<file path="config.mk">
export PLATFORM = sky130hd
export DESIGN_NAME = ldg_cell
export DESIGN_NICKNAME = d
export VERILOG_FILES = /design/src/ldg_vertex_partition_assign_top_macros.svh /design/src/ldg_pkg.sv /design/src/ldg_cell.sv
export SDC_FILE = /design/constraint.sdc
export NUM_CORES = 1
export LEC_CHECK = 0
export BUFFER_PORTS_ARGS = -buffer_cell sky130_fd_sc_hd__buf_4
export CAP_MARGIN = 20
export CORE_MARGIN = 5
export CORE_UTILIZATION = 40
export CTS_CLUSTER_DIAMETER = 50
export DETAILED_ROUTE_END_ITERATION = 8
export HOLD_SLACK_MARGIN = 0.03
export MAX_ROUTING_LAYER = met4
export PLACE_DENSITY = 0.57
export SETUP_SLACK_MARGIN = 0.15
export SLEW_MARGIN = 20
export SYNTH_ARGS = -nofsm -noshare
export SYNTH_HDL_FRONTEND = slang
export SYNTH_SLANG_ARGS = --single-unit
</file>
<file path="constraint.sdc">
create_clock -name clk -period 6.4 [get_ports clk]
set_input_delay 0.64 -clock clk [delete_from_list [all_inputs] [get_ports clk]]
set_output_delay 0.64 -clock clk [all_outputs]
set_load 0.03 [all_outputs]
</file>
<file path="src/ldg_vertex_partition_assign_top_macros.svh">
// Assertion helpers for the top-level RTL; clk and arst_n are taken from the enclosing module.
`ifndef LDG_VERTEX_PARTITION_ASSIGN_TOP_MACROS_SVH
`define LDG_VERTEX_PARTITION_ASSIGN_TOP_MACROS_SVH

// same-cycle implication
`define LDG_ASSERT_IMP(lbl, ante, cons, msg) \
	lbl: assert property (@(posedge clk) disable iff (!arst_n) (ante) |-> (cons)) \
		else $error(msg);

// next-cycle implication
`define LDG_ASSERT_NXT(lbl, ante, cons, msg) \
	lbl: assert property (@(posedge clk) disable iff (!arst_n) (ante) |=> (cons)) \
		else $error(msg);

`endif

</file>
<file path="src/ldg_pkg.sv">
`default_nettype none

package ldg_pkg;

	localparam int VTX_W        = 16;
	localparam int MAX_VERTICES = 1 << VTX_W;
	localparam int PART_W       = 4;
	localparam int MAX_PARTS    = 1 << PART_W;
	localparam int P_W          = PART_W + 1;
	localparam int SEED_W       = PART_W + 1;
	localparam int CNT_W        = 17;
	localparam int TOT_W        = 17;
	// T - P*size: P*size stays below 2^21, so 22 bits signed
	localparam int CAP_W        = 22;
	localparam int SCORE_W      = CAP_W + CNT_W + 1;
	localparam int CFG_IDX_W    = 1;
	localparam int CFG_DATA_W   = TOT_W;

	localparam logic [CFG_IDX_W-1:0] REG_PARTS = 1'b0;
	localparam logic [CFG_IDX_W-1:0] REG_TOTAL = 1'b1;

	localparam logic [P_W-1:0]   PARTS_RESET = 5'd16;
	localparam logic [TOT_W-1:0] TOTAL_RESET = 17'd65536;

	typedef struct packed {
		logic [VTX_W-1:0] vertex_id;
		logic [VTX_W-1:0] neighbor_id;
		logic             last_neighbor;
	} ldg_in_t;

	typedef struct packed {
		logic [VTX_W-1:0]  vertex_id_out;
		logic [PART_W-1:0] partition;
	} ldg_out_t;

	typedef struct packed {
		logic              valid;
		logic [PART_W-1:0] part;
	} ldg_map_entry_t;

	// broadcast from the controller to every cell
	typedef struct packed {
		logic              inc_en;
		logic [PART_W-1:0] inc_idx;
		logic              place_en;
		logic [PART_W-1:0] place_idx;
		logic [P_W-1:0]    p_eff;
		logic [TOT_W-1:0]  total;
	} ldg_ctl_t;

	// running maximum handed along the chain
	typedef struct packed {
		logic                      valid;
		logic                      has_best;
		logic signed [SCORE_W-1:0] best_score;
		logic [PART_W-1:0]         best_idx;
	} ldg_tok_t;

endpackage

`default_nettype wire

</file>
<file path="src/ldg_cell.sv">
`default_nettype none

module ldg_cell (
	input  wire logic                      clk,
	input  wire logic                      arst_n,
	input  wire logic [ldg_pkg::PART_W-1:0] idx,
	input  wire ldg_pkg::ldg_ctl_t         ctl,
	input  wire ldg_pkg::ldg_tok_t         tok_in,
	output ldg_pkg::ldg_tok_t              tok_out
);
	import ldg_pkg::*;

	logic [CNT_W-1:0]          count_q;
	logic [CNT_W-1:0]          size_q;
	logic [CAP_W-1:0]          prod;
	logic signed [CAP_W-1:0]   cap_d;
	logic signed [CAP_W-1:0]   cap_q;
	logic signed [SCORE_W-1:0] score_q;
	logic                      active;
	logic                      take;
	logic                      tok_valid_q;
	ldg_tok_t                  tok_d;
	ldg_tok_t                  tok_q;

	always_ff @(posedge clk or negedge arst_n) begin
		if (!arst_n) begin
			count_q <= '0;
		end else if (ctl.place_en) begin
			count_q <= '0;
		end else if (ctl.inc_en && ctl.inc_idx == idx && count_q != '1) begin
			count_q <= count_q + 1'b1;
		end
	end

	always_ff @(posedge clk or negedge arst_n) begin
		if (!arst_n) begin
			size_q <= '0;
		end else if (ctl.place_en && ctl.place_idx == idx && size_q != '1) begin
			size_q <= size_q + 1'b1;
		end
	end

	// score pipeline: remaining capacity, then count * capacity
	assign prod  = CAP_W'(ctl.p_eff) * CAP_W'(size_q);
	assign cap_d = $signed({{(CAP_W-TOT_W){1'b0}}, ctl.total}) - $signed(prod);

	always_ff @(posedge clk) begin
		cap_q   <= cap_d;
		score_q <= SCORE_W'($signed({1'b0, count_q}) * cap_q);
	end

	assign active = ({1'b0, idx} < ctl.p_eff);
	assign take   = active && (!tok_in.has_best || score_q > tok_in.best_score);

	always_comb begin
		tok_d            = tok_in;
		tok_d.has_best   = tok_in.has_best | active;
		if (take) begin
			tok_d.best_score = score_q;
			tok_d.best_idx   = idx;
		end
	end

	always_ff @(posedge clk or negedge arst_n) begin
		if (!arst_n)
			tok_valid_q <= 1'b0;
		else
			tok_valid_q <= tok_d.valid;
	end

	always_ff @(posedge clk) begin
		tok_q <= tok_d;
	end

	always_comb begin
		tok_out       = tok_q;
		tok_out.valid = tok_valid_q;
	end

endmodule

`default_nettype wire

</file>
## Word-level counts from Yosys, hierarchy flattened

Cells that the tools add are included.

| storage, ports and cells | value |
|---|---|
| bits in registers | 142 |
| input bits | 84 |
| output and inout bits | 46 |
| word-level logic and storage cells | 31 |

| operators by class | value |
|---|---|
| add/sub/neg operators | 3 |
| multiply operators | 2 |
| magnitude comparators | 2 |
| equality and inequality tests | 4 |
| multiplexer cells | 3 |
| bitwise operators | 1 |
| reduce and logical (&&, ||, !) cells | 8 |

Operators with widths:

| operator | count |
|---|---|
| 2-to-1 mux 44 bit | 1 |
| > comparator 40 bit | 1 |
| multiplier 18 x 22 -> 40 bit | 1 |
| adder 17 x 1 -> 17 bit (second input constant) | 2 |
| 2-to-1 mux 17 bit | 2 |
| inequality test 17 bit (second input constant) | 2 |
| multiplier 5 x 17 -> 22 bit | 1 |
| subtractor 18 x 22 -> 22 bit | 1 |
| == test 4 bit | 2 |
| logical AND 1 bit | 5 |
| less-than comparator 4 x 5 -> 1 bit | 1 |
| nonzero test 2 bit | 1 |
| logical NOT 1 bit | 1 |
| logical OR 1 bit | 1 |
| bitwise OR 1 bit | 1 |

## Longest topological paths before layout

| logic depth | value |
|---|---|
| depth after elaboration | 5 |
| mapped depth | 24 |
| gate-level depth less buffers | 22 |

## Worst setup path before layout

Ideal clock, no wire load.

| path | value |
|---|---|
| kind | reg-to-reg |
| from | reg count_q[3] |
| to | reg score_q[36] |
| library setup time | 0.120 ns |
| arrival | 6.037 ns |
| path slack | 0.244 ns |
| stages on the path, launching flop included | 23 |
| buffers on the path | 3 |
| clock period less this slack | 6.156 ns |
| cells stage by stage | dfrtp_1 -> clkbuf_1 -> clkbuf_1 -> nand2_1 -> fa_1 -> fa_1 -> fa_1 -> inv_1 -> fa_1 -> fa_1 -> inv_1 -> fa_1 -> inv_1 -> ha_1 -> buf_2 -> a21oi_1 -> o21ai_1 -> nor2b_1 -> or4b_1 -> o22ai_2 -> a2bb2oi_2 -> nor4b_1 -> a211o_1 |

| on the way | value |
|---|---|
| longest elaborated chain between the ends | 1 |

Ends and longest elaborated chain:

| item | line | source |
|---|---|---|
| from (decl) | ldg_cell.sv:13 | `logic [CNT_W-1:0] count_q;` |
| from (signal assigned) | ldg_cell.sv:31 | `count_q <= count_q + 1'b1;` |
| multiplier 18 x 22 -> 40 bit | ldg_cell.sv:49 | `score_q <= SCORE_W'($signed({1'b0, count_q}) * cap_q);` |
| to (signal assigned) | ldg_cell.sv:49 |  |
| to (decl) | ldg_cell.sv:18 | `logic signed [SCORE_W-1:0] score_q;` |

No other way between the ends.
A chain may end at the register's enable or synchronous reset.

## Worst setup path in the final report

| path | value |
|---|---|
| from | reg count_q[7] |
| to | reg score_q[36] |

The elaborated chain is that of the path after synthesis.

==> impl_metrics.yaml <==
placed_design:
  dp_cells: 3338
  pre_cts_ws_ns: -0.005371
  port_buffers: 129
  dpl.hpwl_um: 45700
  globalplace.congestion: 0.8624
clock_tree:
  clock_latency_ns: 0.49
  clockRootBuffer: "clkbuf_16"
  hold_buffers: 0
  clock_path_buffers: 2
  cts.sinks: 142
  cts_tree: "yes"
  htreeDepth: 4
  cts.clk_slew.worst_paths_ns: 0.08
  cts_buffers: 17
yosys:
  synth-main-ff-cell: "dfxtp_1"
  synth_area_mm2: 0.02272
  synthDominantCellAreaShare_pct: 37.98
  synth-async-reset-ratio_pct: 24.65
  synth.largest_area_cell: "fa_1"
  synth_area_per_cell_um2: 9.251
  synth_nets: 3148
  yosys-top-cells-area: "fa_1 (38%), inv_1 (10%), ha_1 (9.7%)"
  yosys_register_bits: 142
  ys_warn_count: 0
  syn_inst: 2456
  synth_edf_count: 0
  ys_seq_area_share_pct: 13.28
  yosysUniqueCellTypes: 69
pwr:
  swShare_pct: 38.23
  power_density_mw_per_mm2: 133.3
  clock_power_share_pct: 29.9
  intPower_mw: 2.160
  comb_power_share_pct: 37.6
  seq_power_share_pct: 32.4
  irDropWorstVdd_uv: 209.9
  switchingPower_mw: 1.337
  leakagePower_nw: 13.65
final_layout:
  final_layout_size_suffix_gt1_share_pct: 15.66
  syn_to_final_growth_pct: 15.43
  stdcell_count: 3400
  final_common_cell: "inv_1"
  n_antenna_cell: 0
  layout.nets: 3323
  layout_common_cells: "inv_1 (599), fa_1 (418), nand2_1 (271)"
setup_path:
  cp_common_cell: "fa_1"
  crit_slowest_cell: "fa_1"
  worstPathRequired_ns: 6.77
  critPathKind: "flip-flop to flip-flop"
  cp.arrival_ns: 6.44
  critPathLaunchType: "flip-flop"
  reg2reg_depth: 21
  r2r-end: "score_q[36]"
  cp-end-kind: "flip-flop"
  crit_chain: "buf_6 > and2_4 > fa_1 > inv_2 > fa_1 > fa_1 > inv_2 > fa_1 > fa_1 > inv_2 > fa_1 > inv_2 > ha_4 > buf_6 > nand4_1 > nor2b_4 > or4b_4 > o22ai_4 > a2bb2oi_4 > nor4b_2 > a211o_1"
  critPathCapture: "score_q[36]"
  cpPeakStageDelay_ns: 0.57
  reg2reg_slack_ns: 0.33
  crit_start: "count_q[7]"
  cp_max_fo: 7
  r2r-start: "count_q[7]"
status:
  outcome: "complete, no violations"
route:
  drtPass1Iterations: 5
  vias: 16199
  drtAntennaViolNets: 0
  drc: 0
  drtIter0Drc: 789
  routed_via_density: 4.764
  wire_per_inst_um: 16.31
  wirelength_um: 55460
timing:
  setup_viol_count_final: 0
  finalHoldViolations: 0
  skew_ns: 0.02161
  drv_slew: 0
  slew_headroom_pct: 39.43
  layout_setup_ws_ns: 0.3303
  rsz0062_at_grt: "true"
  finalCritPeriodShare_pct: 94.84
  min_period_ns: 6.070
  fin_hold_ws_ns: 0.09853
  fmax_mhz: 164.8
  worst_pin_slew_ns: 0.9086
die:
  die_x_um: 248.3
  coreArea_mm2: 0.05628
  num_rows: 87
  die_area_mm2: 0.06167
  dieHeight_um: 248.3
  ios: 130
  start_util_pct: 40.37
global_route:
  grt_pass1_vias: 17394
  grt_overflow: 0
  grt_first_pass_wirelength_um: 90940
  antenna_found_initial: 0
  grt_max_degree: 45
  gr-usage-all-layers_pct: 19.22
hold_path:
  min_path_type: "input pin to async pin"
run:
  cap_violations: 0
-- flip-flops by register name, summed over array words and instances (netlist names) --
name,count
count_q,17
tok_valid_q,1
tok_out,45
score_q,40
cap_q,22
size_q,17
-- cell families (layout without fill, tap and decap cells) --
family | count (synthesis) | after routing | synth area share [%]
AOI/OAI and AO/OA | 185 | 185 | 5.568
xor gates and xnor gates | 90 | 90 | 3.469
adders and majority gates | 608 | 608 | 47.72
buffers and inverters | 704 | 892 | 11.82
DFF | 142 | 142 | 13.28
muxes | 49 | 49 | 3.073
and+or+nand+nor | 678 | 678 | 15.06
-- worst max-delay path, delay by kind of cell, from the launching register on --
kind | cells | cell delay (ns)
AND/OR/NAND/NOR | 5 | 0.92
buffers and inverters | 6 | 0.44
flip-flops | 1 | 0.55
adder cells (fa/ha/maj) | 7 | 3.33
AO/OA/AOI/OAI | 3 | 0.70
-- area by class of cell --
class	instances	area (um^2)
clock buffers	21	450.4
clock inverters	11	132.6
fillers	5396	30050
inverters	610	2290
multi-input cells	1610	17340
flip-flops and latches	142	3044
well taps	756	945.9
repair buffers	250	2021
-- metrics by stage --
| step | util (%) | setup TNS [ns] | total power, mW | cell area, um^2 |
|---|---|---|---|---|
| after floorplan | - | 0 | 1.953 | 22720 |
| after global routing | 46.60 | 0 | 3.721 | 26230 |
| after CTS | 45.56 | 0 | 3.537 | 25640 |
| final | 46.60 | 0 | 3.496 | 26230 |
| after detailed placement | 44.48 | -0.005371 | 2.465 | 25030 |
| after global placement | 44.48 | 0 | 2.444 | 25030 |
-- routing by layer --
layer,routed length [um],vias up,track usage (%)
li1,-,7677,-
met1,25540,8114,25.72
met2,25850,352,30.29
met3,2982,56,3.820
met4,1081,0,4.933
met5,0,-,-
-- cell usage after synthesis, types with 3 or more instances --
cell / number
nor2_1: 53
ha_1: 177
or2_2: 4
and2_1: 231
dfrtp_1: 35
o21a_1: 9
clkbuf_1: 86
mux2_4: 40
and3_1: 13
o21ai_0: 18
mux2i_1: 3
nand3_1: 24
inv_1: 609
nor3_1: 18
o211ai_1: 8
xnor2_1: 63
mux2_1: 4
o22ai_1: 4
nand2_1: 272
a21o_1: 35
a211o_1: 3
nand4_1: 26
or3_1: 8
o31ai_1: 5
nor2b_1: 8
o21ai_1: 9
nand2b_1: 7
fa_1: 431
xor2_1: 27
a2111oi_0: 3
a21oi_1: 51
a211oi_1: 9
o21bai_1: 4
dfxtp_1: 107
buf_6: 5
-- how the worst min path moves through the flow --
stage,startpoint,endpoint,cells past startpoint
2_1_floorplan,arst_n,count_q[0],0
3_3_place_gp,score_q[0],tok_out[4],1
3_5_place_dp,score_q[39],tok_out[43],1
4_1_cts,arst_n,size_q[12],1
5_1_grt,arst_n,size_q[12],1
6_report,arst_n,size_q[12],1
-- power groups by stage --
stage               registers, mW  clock network (mW)  logic, mW
floorplan                    1.13                   0      0.818
global placement             1.15                   0       1.30
detailed placement           1.15                   0       1.31
CTS                          1.13                1.08       1.32
global route                 1.15                1.11       1.46
finish                       1.13                1.05       1.32
-- timing repair --
item / CTS / global route
setup endpoints to repair: 6 / 14
cloned: 0 / 0
pin swaps: 0 / 42
resized for setup: 10 / 89
setup buffers: 1 / 29
(Power assumes the default switching activity.)
